## src/hw/rtl/wmcp_pkg.sv

```systemverilog
// Package for the window majority colour picker.
// Holds the sizes, face codes, register indexes and the token that moves along the cell chain.
// No dependencies; every other file of the block uses it by scoped names.
`default_nettype none

package wmcp_pkg;

    // Window capacity: one cell per pixel that a window may hold.
    localparam int MAX_WINDOW_PIXELS = 128;
    localparam int CNT_W             = $clog2(MAX_WINDOW_PIXELS + 1);

    localparam int CODE_W     = 24;
    localparam int CHAN_W     = 8;
    localparam int FACE_W     = 3;
    localparam int WCOUNT_W   = 8;
    localparam int NUM_FACES  = 6;
    localparam int CFG_IDX_W  = 3;
    localparam int S_TDATA_W  = 24;
    localparam int M_TDATA_W  = 40;
    localparam int M_FIELDS_W = FACE_W + CODE_W + WCOUNT_W;

    // Face codes of the result.
    localparam logic [FACE_W-1:0] FACE_TOP       = 3'd0;
    localparam logic [FACE_W-1:0] FACE_RIGHT     = 3'd1;
    localparam logic [FACE_W-1:0] FACE_FRONT     = 3'd2;
    localparam logic [FACE_W-1:0] FACE_BOTTOM    = 3'd3;
    localparam logic [FACE_W-1:0] FACE_LEFT      = 3'd4;
    localparam logic [FACE_W-1:0] FACE_BACK      = 3'd5;
    localparam logic [FACE_W-1:0] FACE_UNKNOWN   = 3'd6;
    localparam logic [FACE_W-1:0] FACE_UNCERTAIN = 3'd7;

    // Configuration register indexes.
    localparam logic [CFG_IDX_W-1:0] REG_TOP    = 3'd0;
    localparam logic [CFG_IDX_W-1:0] REG_RIGHT  = 3'd1;
    localparam logic [CFG_IDX_W-1:0] REG_FRONT  = 3'd2;
    localparam logic [CFG_IDX_W-1:0] REG_BOTTOM = 3'd3;
    localparam logic [CFG_IDX_W-1:0] REG_LEFT   = 3'd4;
    localparam logic [CFG_IDX_W-1:0] REG_BACK   = 3'd5;

    // Reset values of the face colour registers.
    localparam logic [CODE_W-1:0] TOP_RESET    = 24'd8388479;
    localparam logic [CODE_W-1:0] RIGHT_RESET  = 24'd16744319;
    localparam logic [CODE_W-1:0] FRONT_RESET  = 24'd8355839;
    localparam logic [CODE_W-1:0] BOTTOM_RESET = 24'd8323199;
    localparam logic [CODE_W-1:0] LEFT_RESET   = 24'd32639;
    localparam logic [CODE_W-1:0] BACK_RESET   = 24'd8355584;

    // One pixel as it travels along the chain.
    typedef struct packed {
        logic              vld;   // token present
        logic              drop;  // pixel beyond capacity, not counted
        logic              last;  // closes the window
        logic              hit;   // a cell has already counted it
        logic [CODE_W-1:0] code;  // packed colour
        logic [CNT_W-1:0]  cnt;   // count of its colour after this pixel
        logic [CNT_W-1:0]  pix;   // pixels counted in the window so far
    } token_t;

endpackage

`default_nettype wire

```

## src/hw/rtl/wmcp_tally.sv

```systemverilog
// Running winner at the end of the chain and the result output register.
// Depends on wmcp_pkg for the token type and widths.
`default_nettype none

module wmcp_tally (
    input  wire logic                         aclk,
    input  wire logic                         aresetn,
    input  wire logic                         advance,
    input  wire wmcp_pkg::token_t             tok_in,
    input  wire logic                         m_tready,
    output logic                              res_valid,
    output logic [wmcp_pkg::CODE_W-1:0]       res_color,
    output logic [wmcp_pkg::CNT_W-1:0]        res_count,
    output logic [wmcp_pkg::CNT_W-1:0]        res_pix
);

    logic [wmcp_pkg::CODE_W-1:0] best_color_reg, best_color_next;
    logic [wmcp_pkg::CNT_W-1:0]  best_count_reg, best_count_next;
    logic                        res_valid_reg;
    logic [wmcp_pkg::CODE_W-1:0] res_color_reg;
    logic [wmcp_pkg::CNT_W-1:0]  res_count_reg;
    logic [wmcp_pkg::CNT_W-1:0]  res_pix_reg;

    // A higher count wins; an equal count wins with a smaller colour.
    always_comb begin
        best_color_next = best_color_reg;
        best_count_next = best_count_reg;
        if (tok_in.vld && !tok_in.drop) begin
            if ((tok_in.cnt > best_count_reg) ||
                ((tok_in.cnt == best_count_reg) && (tok_in.code < best_color_reg))) begin
                best_color_next = tok_in.code;
                best_count_next = tok_in.cnt;
            end
        end
    end

    // Winner registers and the result register; a closing pixel loads a result.
    always_ff @(posedge aclk) begin
        if (!aresetn) begin
            best_color_reg <= '0;
            best_count_reg <= '0;
            res_valid_reg  <= 1'b0;
        end else begin
            // A closing pixel fills the result register; otherwise a transfer empties it.
            if (advance && tok_in.vld && tok_in.last) begin
                res_valid_reg <= 1'b1;
            end else if (res_valid_reg && m_tready) begin
                res_valid_reg <= 1'b0;
            end
            if (advance) begin
                if (tok_in.vld && tok_in.last) begin
                    res_color_reg  <= best_color_next;
                    res_count_reg  <= best_count_next;
                    res_pix_reg    <= tok_in.pix;
                    best_color_reg <= '0;
                    best_count_reg <= '0;
                end else begin
                    best_color_reg <= best_color_next;
                    best_count_reg <= best_count_next;
                end
            end
        end
    end

    assign res_valid = res_valid_reg;
    assign res_color = res_color_reg;
    assign res_count = res_count_reg;
    assign res_pix   = res_pix_reg;

endmodule

`default_nettype wire

```

## config.mk

```make
export PLATFORM = sky130hd
export DESIGN_NAME = wmcp_tally
export DESIGN_NICKNAME = d
export VERILOG_FILES = /design/src/hw/rtl/wmcp_pkg.sv /design/src/hw/rtl/wmcp_tally.sv
export SDC_FILE = /design/constraint.sdc
export NUM_CORES = 1
export LEC_CHECK = 0
export BUFFER_PORTS_ARGS = -buffer_cell sky130_fd_sc_hd__buf_2
export CORE_AREA = 3 3 84 86
export DETAILED_ROUTE_END_ITERATION = 8
export DIE_AREA = 0 0 87 89
export PLACE_DENSITY = 0.89
export SLEW_MARGIN = 20
export SYNTH_ARGS = -nofsm -noshare
export SYNTH_HDL_FRONTEND = slang
export SYNTH_SLANG_ARGS = --single-unit
export TNS_END_PERCENT = 100
```

## constraint.sdc

```tcl
create_clock -name aclk -period 6.9 [get_ports aclk]
set_input_delay 1.38 -clock aclk [delete_from_list [all_inputs] [get_ports aclk]]
set_output_delay 1.38 -clock aclk [all_outputs]
set_load 0.01 [all_outputs]
```

# Yosys cells after proc, flatten, opt, wreduce, memory -nomap -nowiden
# Index checks and enable logic that the tools add are counted.
[totals]
ff_bits = 73
latch_bits = 0
ramBits = 0
rom_bits = 0
input_bits = 48
out_inout_bits = 41
wordCells = 27
mem_count = 0
[op_classes]
add_sub_neg = 0
n_mul = 0
div_mod_pow = 0
magnitude_cmp = 2
eq_ne = 1
n_shift = 0
muxes = 8
bitwise = 0
reduce_logical = 10
[op_table]
columns = ["operator", "n"]
rows = [
  ["24-bit 2-to-1 mux", 3],
  ["24-bit < comparator", 1],
  ["8-bit 2-to-1 mux", 3],
  ["8-bit equality test", 1],
  ["8-bit > comparator", 1],
  ["1-bit logical AND", 6],
  ["3-bit AND reduction", 1],
  ["1-bit 2-to-1 mux", 2],
  ["2-bit nonzero test", 1],
  ["1-bit zero test", 1],
  ["1-bit logical OR", 1],
]

# Logic depth before layout (Yosys ltp)
[logic_depth]
depth_word = 6
depth_mapped = 10
mapped_depth_nobuf = 9

# Least setup slack after synthesis
# OpenSTA, ideal clock, no wires.
[synth_path]
path_type = "input -> register"
from = "input port tok_in[39] (netlist bit)"
to = "register res_color_reg, in the netlist res_color[0] (data pin)"
t_arrival_ns = 3.189
required_ns = 6.640
slack_ns = 3.451
path_stages = 8
cell_sequence = "ha_1 -> nand4_1 -> nor4_1 -> a31oi_1 -> and4_4 -> o211ai_4 -> buf_6 -> mux2_4"
[synth_between]
elab_chain_len = 5
[synth_rtl]
columns = ["element", "line", "text"]
rows = [
  ["from (decl)", "wmcp_tally.sv:9", "input wire wmcp_pkg::token_t tok_in,"],
  ["24-bit < comparator", "wmcp_tally.sv:30", "((tok_in.cnt == best_count_reg) && (tok_in.code < best_color_reg))) begin"],
  ["1-bit logical AND", "wmcp_tally.sv:30", ""],
  ["1-bit logical OR", "wmcp_tally.sv:29", "if ((tok_in.cnt > best_count_reg) ||"],
  ["24-bit 2-to-1 mux", "wmcp_tally.sv:29", ""],
  ["24-bit 2-to-1 mux", "wmcp_tally.sv:28", "if (tok_in.vld && !tok_in.drop) begin"],
  ["via best_color_next (one bit)", "wmcp_tally.sv:17", "logic [wmcp_pkg::CODE_W-1:0] best_color_reg, best_color_next;"],
  ["to (signal assigned)", "wmcp_tally.sv:52", "res_color_reg <= best_color_next;"],
  ["to (decl)", "wmcp_tally.sv:20", "logic [wmcp_pkg::CODE_W-1:0] res_color_reg;"],
]
# The timed path passes the listed nets, and every way through them passes these cells.
# A chain may end at the register's enable or synchronous reset.

# Final worst setup path
[layout_path]
from = "input port tok_in[37] (netlist bit)"
to = "register res_color_reg, in the netlist res_color[23] (data pin)"
# Same word-level chain as after synthesis.

==> results.py <==
metrics = {
    "worst_setup_path": {
        "path_delay_family": "simple AND/OR/NAND/NOR gates",
        "start_kind": "input port",
        "cp_slowest_stage_delay_ns": 0.56,
        "crit_type": "in2reg",
        "cp.arrival_ns": 4.10,
        "path_max_fanout": 19,
        "endpoint_kind": "register",
        "crit_path_top_delay_cell": "o211ai_4",
        "required_ns": 6.98,
        "timing.critical_path.buf_inv": 2,
        "worstPathCellList": "buf_2 > ha_1 > nand4_1 > nor4_1 > a31oi_1 > and4_4 > o211ai_4 > buf_4 > mux2_1",
    },
    "floorplan": {
        "die_x_um": 87,
        "initial_core_util": 0.5610,
        "rows": 29,
        "die_h_um": 89,
        "pin_count": 89,
        "die_area_um2": 7743,
        "core_um2": 6350,
    },
    "cells_and_area": {
        "final_cell_mix": "87 x buf_2, 40 x edfxtp_1, 33 x inv_1, 33 x dfxtp_1, 32 x a22o_1",
        "drive_gt1_frac": 0.3825,
        "layout.nets": 440,
        "final_common_cell": "buf_2",
        "synthToLayoutAreaGrowth_pct": 19.11,
        "n_antenna_cell": 0,
    },
    "sta": {
        "fmax_mhz": 249.1,
        "max_slew.worst_pin.slew_ns": 0.9167,
        "fin_skew_ns": 0.01241,
        "tns_ns": 0,
        "fin_crit_ns": 4.014,
        "relSlewSlack": 0.3888,
        "slew_violations": 0,
        "finalCritPeriodShare": 0.5818,
        "rsz0062_at_grt": "no",
        "setup_viol": 0,
        "hold_viol": 0,
    },
    "global_routing": {
        "grt_pass1_wl_um": 10760,
        "grt_antenna_before_repair": 0,
        "overflow": 0,
        "grt_max_degree": 41,
        "grt_usage": 0.1834,
        "grt_pass1_vias": 2387,
    },
    "clock_network": {
        "worstSkewPairLatency_ns": 0.34,
        "hold_buffers": 0,
        "clockBufferDepth": 2,
        "post_cts.repair.setup_buffers": 0,
        "htreeDepth": 3,
        "clock_sinks": 73,
        "cts_buffers": 9,
        "cts_root_buffer": "clkbuf_8",
        "cts_tree": "done",
        "cts_resized": 0,
        "cts.clk_slew.worst_paths_ns": 0.08,
    },
    "detailed_routing": {
        "viasPerCell": 5.458,
        "wl_per_cell_um": 15.75,
        "final_antenna_net_count": 0,
        "drt-total-wl_um": 6977,
        "drcViolationCount": 0,
        "vias": 2418,
        "initialDrtViolationCount": 108,
        "drt_pre_antenna_iters": 4,
    },
    "min_path": {
        "hold_path.class": "reg2reg",
    },
    "status": {
        "status": "complete, no violations",
    },
    "synthesis": {
        "ys_seq_area_frac": 0.5227,
        "synth_cell_types": 32,
        "syn_avg_cell_area_um2": 13.19,
        "synth_area_um2": 3562,
        "syn_inst": 270,
        "synth_nets": 349,
        "ys_ff_latch": 73,
        "ys_warn_count": 0,
    },
    "flow_run": {
        "max_cap_viol_count": 0,
    },
    "placed_design": {
        "port_buffers": 87,
        "gp_congestion": 0.8117,
        "dpl.hpwl_um": 5002,
    },
    "pwr": {
        "vdd_ir_drop_max_v": 0.0001681,
        "power_density_nw_per_um2": 213.3,
        "p_leak_nw": 1.815,
        "power_w": 0.0009049,
    },
}
[synth_stat cells]
cell	count	area (µm²)
nor2b_1	1	6.260
nor4b_1	1	8.760
and4_4	1	11.26
mux2_4	30	450.4
and2_1	1	6.260
buf_2	6	30.03
nor4_1	1	6.260
and3_1	1	6.260
nand3_1	2	10.01
a211o_1	1	8.760
a31oi_1	2	12.51
nand2_1	9	33.78
o21ai_0	5	25.02
ha_1	31	387.9
dfxtp_1	33	660.6
o21a_1	1	7.510
nand4_1	3	18.77
o41ai_4	1	27.53
mux2_1	2	22.52
a22o_1	32	280.3
a21o_1	2	15.01
a2bb2oi_1	1	8.760
o211ai_4	1	21.27
nor2_1	4	15.01
or3_1	1	6.260
edfxtp_1	40	1201
nand2b_1	3	18.77
a21oi_1	16	80.08
o221ai_1	1	8.760
and4_1	1	8.760
buf_6	3	33.78
inv_1	33	123.9
[final cells by class]
cell class / count / area [µm²]
sequential: 73 / 1862
clock inverter: 7 / 71.32
timing repair buffer: 89 / 450.4
inverter: 33 / 123.9
multi-input combinational: 155 / 1515
tap: 77 / 96.34
fill: 480 / 2107
clock buffer: 9 / 123.9
[logic make-up after synthesis]
logic type,synth area share
fa+ha+maj,0.1089
compound gates,0.1391
mux,0.1328
simple gates,0.04391
flops,0.5227
buf+inv,0.05269
[through the flow]
step / cells / cell area, µm² / worst slack, ns / hold slack [ns] / util
after floorplan: 270 / 3562 / 3.451 / 0.4601 / -
after global placement: 427 / 4046 / 2.528 / 0.4587 / 0.6372
after detailed placement: 427 / 4048 / 2.466 / 0.4585 / 0.6374
after CTS: 443 / 4243 / 2.831 / 0.4724 / 0.6682
after global routing: 443 / 4243 / 2.657 / 0.4995 / 0.6682
final: 443 / 4243 / 2.886 / 0.4720 / 0.6682
[routing by layer]
metal | track usage | wire, µm | vias to the layer above
met5 | 0 | 0 | -
met4 | 0.1161 | 201 | 0
met3 | 0.03871 | 309 | 17
met2 | 0.3154 | 3642 | 64
met1 | 0.2078 | 2824 | 1152
li1 | - | - | 1185
[power by group]
group / internal (W) / switching (W)
registers: 0.000468 / 0.00000428
clock network: 0.000166 / 0.000165
logic: 0.0000506 / 0.0000510
[worst paths after layout]
path	slack (ns)	endpoint	from	cells past startpoint
max	2.89	res_color[23]$_DFFE_PP_	tok_in[37]	9
min	0.47	res_valid$_SDFFE_PN0P_	res_valid$_SDFFE_PN0P_	2
min reg2reg	0.47	res_valid$_SDFFE_PN0P_	res_valid$_SDFFE_PN0P_	2
max reg2reg	3.64	res_color[23]$_DFFE_PP_	best_color_reg[22]$_SDFFE_PN0P_	9
[worst register-to-register path, stage by stage, from the launching register on]
cell      delay [ns]
dfxtp_1         0.37
inv_1           0.06
ha_1            0.28
nand4_1         0.15
nor4_1          0.38
a31oi_1         0.14
and4_4          0.24
o211ai_4        0.56
buf_4           0.47
mux2_1          0.36
Power figures use the tool's default switching activity.
