<file path="config.mk">
export PLATFORM = sky130hd
export DESIGN_NAME = wmcp_cell
export DESIGN_NICKNAME = d
export VERILOG_FILES = /design/src/hw/rtl/wmcp_pkg.sv /design/src/hw/rtl/wmcp_cell.sv
export SDC_FILE = /design/constraint.sdc
export NUM_CORES = 1
export LEC_CHECK = 0
export BUFFER_PORTS_ARGS = -buffer_cell sky130_fd_sc_hd__buf_2
export CAP_MARGIN = 25
export CORE_ASPECT_RATIO = 0.7
export CORE_MARGIN = 2
export CORE_UTILIZATION = 25
export DETAILED_ROUTE_END_ITERATION = 10
export PLACE_DENSITY = 0.47
export SLEW_MARGIN = 20
export SYNTH_ARGS = -nofsm -noshare
export SYNTH_HDL_FRONTEND = slang
export SYNTH_SLANG_ARGS = --single-unit
</file>
<file path="constraint.sdc">
create_clock -name aclk -period 4.5 [get_ports aclk]
set_input_delay 0.9 -clock aclk [delete_from_list [all_inputs] [get_ports aclk]]
set_output_delay 0.9 -clock aclk [all_outputs]
set_load 0.03 [all_outputs]
</file>
<file path="src/hw/rtl/wmcp_pkg.sv">
// Package for the window majority colour picker.
// Holds the sizes, face codes, register indexes and the token that moves along the cell chain.
// No dependencies; every other file of the block uses it by scoped names.
`default_nettype none

package wmcp_pkg;

    // Window capacity: one cell per pixel that a window may hold.
    localparam int MAX_WINDOW_PIXELS = 128;
    localparam int CNT_W             = $clog2(MAX_WINDOW_PIXELS + 1);

    localparam int CODE_W     = 24;
    localparam int CHAN_W     = 8;
    localparam int FACE_W     = 3;
    localparam int WCOUNT_W   = 8;
    localparam int NUM_FACES  = 6;
    localparam int CFG_IDX_W  = 3;
    localparam int S_TDATA_W  = 24;
    localparam int M_TDATA_W  = 40;
    localparam int M_FIELDS_W = FACE_W + CODE_W + WCOUNT_W;

    // Face codes of the result.
    localparam logic [FACE_W-1:0] FACE_TOP       = 3'd0;
    localparam logic [FACE_W-1:0] FACE_RIGHT     = 3'd1;
    localparam logic [FACE_W-1:0] FACE_FRONT     = 3'd2;
    localparam logic [FACE_W-1:0] FACE_BOTTOM    = 3'd3;
    localparam logic [FACE_W-1:0] FACE_LEFT      = 3'd4;
    localparam logic [FACE_W-1:0] FACE_BACK      = 3'd5;
    localparam logic [FACE_W-1:0] FACE_UNKNOWN   = 3'd6;
    localparam logic [FACE_W-1:0] FACE_UNCERTAIN = 3'd7;

    // Configuration register indexes.
    localparam logic [CFG_IDX_W-1:0] REG_TOP    = 3'd0;
    localparam logic [CFG_IDX_W-1:0] REG_RIGHT  = 3'd1;
    localparam logic [CFG_IDX_W-1:0] REG_FRONT  = 3'd2;
    localparam logic [CFG_IDX_W-1:0] REG_BOTTOM = 3'd3;
    localparam logic [CFG_IDX_W-1:0] REG_LEFT   = 3'd4;
    localparam logic [CFG_IDX_W-1:0] REG_BACK   = 3'd5;

    // Reset values of the face colour registers.
    localparam logic [CODE_W-1:0] TOP_RESET    = 24'd8388479;
    localparam logic [CODE_W-1:0] RIGHT_RESET  = 24'd16744319;
    localparam logic [CODE_W-1:0] FRONT_RESET  = 24'd8355839;
    localparam logic [CODE_W-1:0] BOTTOM_RESET = 24'd8323199;
    localparam logic [CODE_W-1:0] LEFT_RESET   = 24'd32639;
    localparam logic [CODE_W-1:0] BACK_RESET   = 24'd8355584;

    // One pixel as it travels along the chain.
    typedef struct packed {
        logic              vld;   // token present
        logic              drop;  // pixel beyond capacity, not counted
        logic              last;  // closes the window
        logic              hit;   // a cell has already counted it
        logic [CODE_W-1:0] code;  // packed colour
        logic [CNT_W-1:0]  cnt;   // count of its colour after this pixel
        logic [CNT_W-1:0]  pix;   // pixels counted in the window so far
    } token_t;

endpackage

`default_nettype wire

</file>
<file path="src/hw/rtl/wmcp_cell.sv">
// One cell of the colour counting chain: holds one distinct colour and its count.
// Depends on wmcp_pkg for the token type and widths.
`default_nettype none

module wmcp_cell (
    input  wire logic            aclk,
    input  wire logic            aresetn,
    input  wire logic            advance,
    input  wire wmcp_pkg::token_t tok_in,
    output wmcp_pkg::token_t     tok_out
);

    logic                         valid_reg, valid_next;
    logic [wmcp_pkg::CODE_W-1:0]  code_reg, code_next;
    logic [wmcp_pkg::CNT_W-1:0]   count_reg, count_next;
    wmcp_pkg::token_t             tok_reg, tok_next;

    // Count the passing pixel if it matches this cell, or claim the cell if it is free.
    // The closing pixel empties the cell after its own update.
    always_comb begin
        tok_next   = tok_in;
        valid_next = valid_reg;
        code_next  = code_reg;
        count_next = count_reg;
        if (tok_in.vld && !tok_in.drop && !tok_in.hit) begin
            if (valid_reg && (code_reg == tok_in.code)) begin
                count_next   = wmcp_pkg::CNT_W'(count_reg + 1'b1);
                tok_next.cnt = count_next;
                tok_next.hit = 1'b1;
            end else if (!valid_reg) begin
                valid_next   = 1'b1;
                code_next    = tok_in.code;
                count_next   = wmcp_pkg::CNT_W'(1);
                tok_next.cnt = count_next;
                tok_next.hit = 1'b1;
            end
        end
        if (tok_in.vld && tok_in.last) begin
            valid_next = 1'b0;
        end
    end

    // Cell state and the token handed to the next cell.
    always_ff @(posedge aclk) begin
        if (!aresetn) begin
            valid_reg   <= 1'b0;
            tok_reg.vld <= 1'b0;
        end else if (advance) begin
            valid_reg <= valid_next;
            code_reg  <= code_next;
            count_reg <= count_next;
            tok_reg   <= tok_next;
        end
    end

    assign tok_out = tok_reg;

endmodule

`default_nettype wire

</file>
After elaboration in Yosys (flattened, before gate mapping) --
Cells that the tools add are included.
Word-level totals: bits in registers 77, bits in latches 0, output and inout port bits 44, memories kept 0, bits in writable memories 0, bits in read-only memories 0, word-level logic and storage cells 38
Operators by class: mux-type cells 11, divide/modulo/power cells 0, multipliers 0, shift-type cells 0, equal/unequal tests 3, bitwise logic cells 2, $lt $le $gt $ge 0, reductions and logical operators 11, $add $sub $neg 1
Operators by type and width (number):
- 8-bit two-way mux | 5
- 24-bit equality test | 1
- 8-bit by 1-bit adder with 8-bit output (second input constant) | 1
- 1-bit two-way mux | 6
- 5-bit AND reduction | 1
- 1-bit logical AND | 4
- 2-bit by 1-bit != test with 1-bit output (second input constant) | 2
- 4-bit AND reduction | 1
- 3-bit AND reduction | 1
- 1-bit zero test | 2
- 1-bit NOT | 2
- 2-bit AND reduction | 1
- 2-bit nonzero test | 1

Longest topological paths before layout --
depth after elaboration 5, mapped depth 6, depth with buffers taken out 6

Worst setup path after synthesis --
No wires, ideal clock.
kind input to register, from in aresetn, to reg code_reg[0] (netlist name) (enable), path slack 0.883 ns, data arrival time 3.212 ns, required time 4.095 ns, stages 3, setup time 0.405 ns, cell sequence and2_1 nand2_1 nor2_1
Between the ends: cells in the longest elaborated chain, start to end 1
Ends and longest elaborated chain:
- start: declaration | RTL line wmcp_cell.sv:7 | input wire logic aresetn,
- 5-bit AND reduction (no line)
- end signal: assignment | RTL line wmcp_cell.sv:50 | code_reg <= code_next;
- end: declaration | RTL line wmcp_cell.sv:14 | logic [wmcp_pkg::CODE_W-1:0] code_reg, code_next;
Every way passes these cells. A chain may end at the register's enable or synchronous reset.

Worst setup path in the final report --
from in tok_in[36] (netlist name), to reg count_reg[3] (netlist name) (enable)
Between the ends: cells in the longest elaborated chain, start to end 4
Ends and longest elaborated chain:
- start: declaration | RTL line wmcp_cell.sv:9 | input wire wmcp_pkg::token_t tok_in,
- 24-bit equality test | RTL line wmcp_cell.sv:26 | if (valid_reg && (code_reg == tok_in.code)) begin
- 1-bit logical AND | RTL line wmcp_cell.sv:26
- 2-bit by 1-bit != test with 1-bit output (no line)
- 4-bit AND reduction (no line)
- end signal: assignment | RTL line wmcp_cell.sv:51 | count_reg <= count_next;
- end: declaration | RTL line wmcp_cell.sv:15 | logic [wmcp_pkg::CNT_W-1:0] count_reg, count_next;
Every way passes these cells.

==> out/summary.log <==
INFO  floorplan      initial_utilization=25.8%
INFO  floorplan      die_y=96.4microns
INFO  floorplan      die_area=13,100squm
INFO  clock_tree     clk_path_buf_depth=2
INFO  timing         clock-skew-final=0.00707ns
INFO  final_layout   largest_reg_flops=44
INFO  timing         report.final.slew_viol_count=0
INFO  pwr            max-vdd-ir-drop=0.188mV
INFO  yosys          synth_seq_cells=77
INFO  final_layout   n_fill_cell=1,189
INFO  timing         grt_setup_unrepaired=no
INFO  clock_tree     htree_num_levels=3
INFO  global_route   grt_pass1_wl=9650microns
INFO  clock_tree     insertion_delay=0.33ns
INFO  timing         minimum_clock_period_after_layout=3.03ns
INFO  pwr            finalPower=1.72mW
INFO  worst_setup_path path_max_fanout=8
INFO  place          post-place-cells=431
INFO  yosys          net_count_of_the_mapped_netlist=234
INFO  worst_setup_path cp.arrival=2.99ns
INFO  pwr            power_density_over_cell_area=432nW/um^2
INFO  route          drt_drc_violations_left=0
INFO  floorplan      std_cell_rows=33
INFO  yosys          yosys_warnings=0
INFO  yosys          synth.cell_area=3050squm
INFO  floorplan      floorplan.io_pins=91
INFO  clock_tree     cts_tree=built
INFO  timing         worst_pin_slew=0.673ns
INFO  route          via_per_inst=4.16
INFO  final_layout   finish.cell_count_without_fillers=446
INFO  place          place.detailed.hpwl=4540microns
INFO  timing         setup_viol=0
INFO  outcome        run_status=finished clean
INFO  worst_setup_path worst_setup_path_end_kind=register
INFO  final_layout   areaGrowthSynthToFinish=30.9%
INFO  floorplan      die_span_in_x=136microns
INFO  yosys          synth_edf_count=75
INFO  worst_setup_path regToRegEndpoint=count_reg[3]
INFO  global_route   grt_start_max_net_pins=44
INFO  global_route   gr-usage-all-layers=10.2%
INFO  clock_tree     postCtsSetupBuffers=0
INFO  yosys          ys_async_sr_fraction=0%
INFO  clock_tree     cts_hold_buffers=0
INFO  global_route   first_global_vias=1,778
INFO  route          postRouteAntennaNets=0
INFO  final_layout   final-seq-area=2290squm
INFO  yosys          syn_inst=186
INFO  worst_setup_path worst_r2r_startpoint=code_reg[20]
INFO  yosys          ys_top_cells_by_area=edfxtp_1 (74%), xor2_1 (7.2%), mux2i_1 (1.6%), nand2_1 (1.5%), xnor2_1 (1.4%)
INFO  timing         final_min_period_over_clock_period=67.3%
INFO  route          avgRoutedWirePerCell=14.4microns
INFO  yosys          synth.yosys.seq_area_share=75.2%
INFO  worst_setup_path worst_ep_required_time=4.46ns
INFO  clock_tree     gates_resized_cts_repair=0
INFO  yosys          synth_top_family_by_area=simple AND/OR/NAND/NOR gates
INFO  final_layout   layout_cells_sized_above_1=39.8%
INFO  place          gp_weighted_congestion=0.734
INFO  timing         hold_viol_final=0
INFO  yosys          post_synth_num_cell_types=33
INFO  route          detailedRoute.firstIterationViolations=59
INFO  global_route   antenna_found_initial=0
INFO  final_layout   multi_input_comb_area=726squm
INFO  final_layout   number_of_nets_in_the_finished_design=333
INFO  pwr            leakagePower=1.49nW
INFO  yosys          yosys-mux-area-fraction=1.64%
INFO  route          vias=1,855
INFO  worst_setup_path timing.critical_path.from=tok_in[36]
INFO  route          finalWirelength=6430microns
INFO  yosys          synth_simple_gate_area_share=8.74%
INFO  worst_setup_path reg2reg_slack=1.79ns
INFO  timing         max_freq=330MHz
INFO  hold_path      worst_hold_path_type=register to register
INFO  yosys          dominantRegCellSynth=edfxtp_1
INFO  timing         finalSetupTns=0ns
INFO  yosys          synth_compound_area_share=4.27%
INFO  yosys          netlist.top_cell.by_area=edfxtp_1
INFO  clock_tree     cts-buffers-inserted=9
INFO  global_route   overflow=0
INFO  clock_tree     ctsRootBufferMaster=clkbuf_16
INFO  worst_setup_path reg2reg_depth=5
INFO  final_layout   antennaDiodeCount=0
INFO  worst_setup_path criticalPathCategory=input port to register
INFO  clock_tree     path_clk_slew=0.06ns
INFO  route          drt-pass1-iter-count=4
INFO  job            max-cap-violations=0
INFO  yosys          synth_area_per_cell=16.4squm
INFO  worst_setup_path cp-endpoint=count_reg[3]
INFO  yosys          synth_top_area_share=73.9%
INFO  place          buffer_ports.inserted=90
INFO  worst_setup_path sort_of_element_at_the_start_of_the_critical_path=input port
INFO  timing         remaining_max_slew_budget_at_the_tightest_pin=55.0%
INFO  yosys          yosys.area_share.adder=0.410%
INFO  floorplan      coreArea=11,800squm
INFO  clock_tree     clock_sink_count=77
INFO  yosys          yosys.area_share.xor_xnor=8.62%
==> where the power goes <==
part	internal, mW	total [mW]	switching, mW
clock	0.483	0.750	0.268
sequential	0.820	0.829	0.00868
combinational	0.0458	0.146	0.100
total	1.35	1.72	0.376
==> logic make-up after synthesis <==
logic type | Yosys count
compound gates | 20
xor+xnor | 30
fa+ha+maj | 1
buf+inv | 5
flops | 77
mux | 5
simple gates | 48
==> through the flow <==
stage                     setup WS (ns)  hold slack [ns]  utilization, %  cell area [sq um]
final                              1.47            0.533            33.8               3990
after global routing               1.35            0.564            33.8               3990
after CTS                          1.49            0.536            33.8               3990
after detailed placement           1.15            0.516            31.2               3680
after global placement             1.26            0.498            31.2               3680
after floorplan                   0.883            0.619               -               3050
==> layer usage <==
metal	routed length, microns	part of all wire (%)	up-vias	track usage (%)
met2	2430	38	75	13.1
met5	0	0	-	0
met4	81	1.3	0	3.91
li1	-	-	907	-
met1	3320	52	866	14.6
met3	599	9.3	7	4.69
==> cell type report <==
type	count	share of cell area (%)
clock buffers	11	5.83
clock inverters	4	1.85
inverters	1	0.0941
multi-input cells	104	18.2
flip-flops and latches	77	57.4
well taps	157	4.92
repair buffers	92	11.7
==> critical path, stage by stage <==
cell	delay [ns]
buf_2	0.11
xor2_1	0.16
nor4_1	0.60
nand4_1	0.27
o21ai_0	0.33
nor2b_1	0.60
==> layout by cell type (no fill, tap or decap), drive strengths merged, types with 4 or more instances in the layout <==
master | Yosys | final
nand3 | 5 | 5
xnor2 | 5 | 5
nor4 | 6 | 6
edfxtp | 75 | 75
clkbuf | 2 | 11
nor2b | 4 | 4
nand2 | 12 | 12
buf | 2 | 92
a22oi | 4 | 4
mux2i | 5 | 5
xor2 | 25 | 25
o21ai | 8 | 8
and3 | 6 | 6
nor2 | 7 | 7
==> worst min-delay path by stage <==
stage,start,endpoint,cells after the start
global placement,tok_out[43],tok_out[43],2
detailed placement,tok_out[43],tok_out[43],2
global route,tok_out[43],tok_out[43],2
CTS,tok_out[43],tok_out[43],2
floorplan,count_reg[0],count_reg[0],1
finish,tok_out[43],tok_out[43],2
==> cell usage after synthesis (2+ instances only) <==
cell type,number
a21oi_1,2
a22oi_1,4
a41oi_1,2
and3_2,5
buf_6,2
dfxtp_1,2
edfxtp_1,75
mux2i_1,5
nand2_1,12
nand3_1,5
nand4_1,2
nor2_1,6
nor2b_1,4
nor4_1,6
o21ai_0,8
xnor2_1,5
xor2_1,25
No activity file was read; power rests on OpenSTA's default activity.
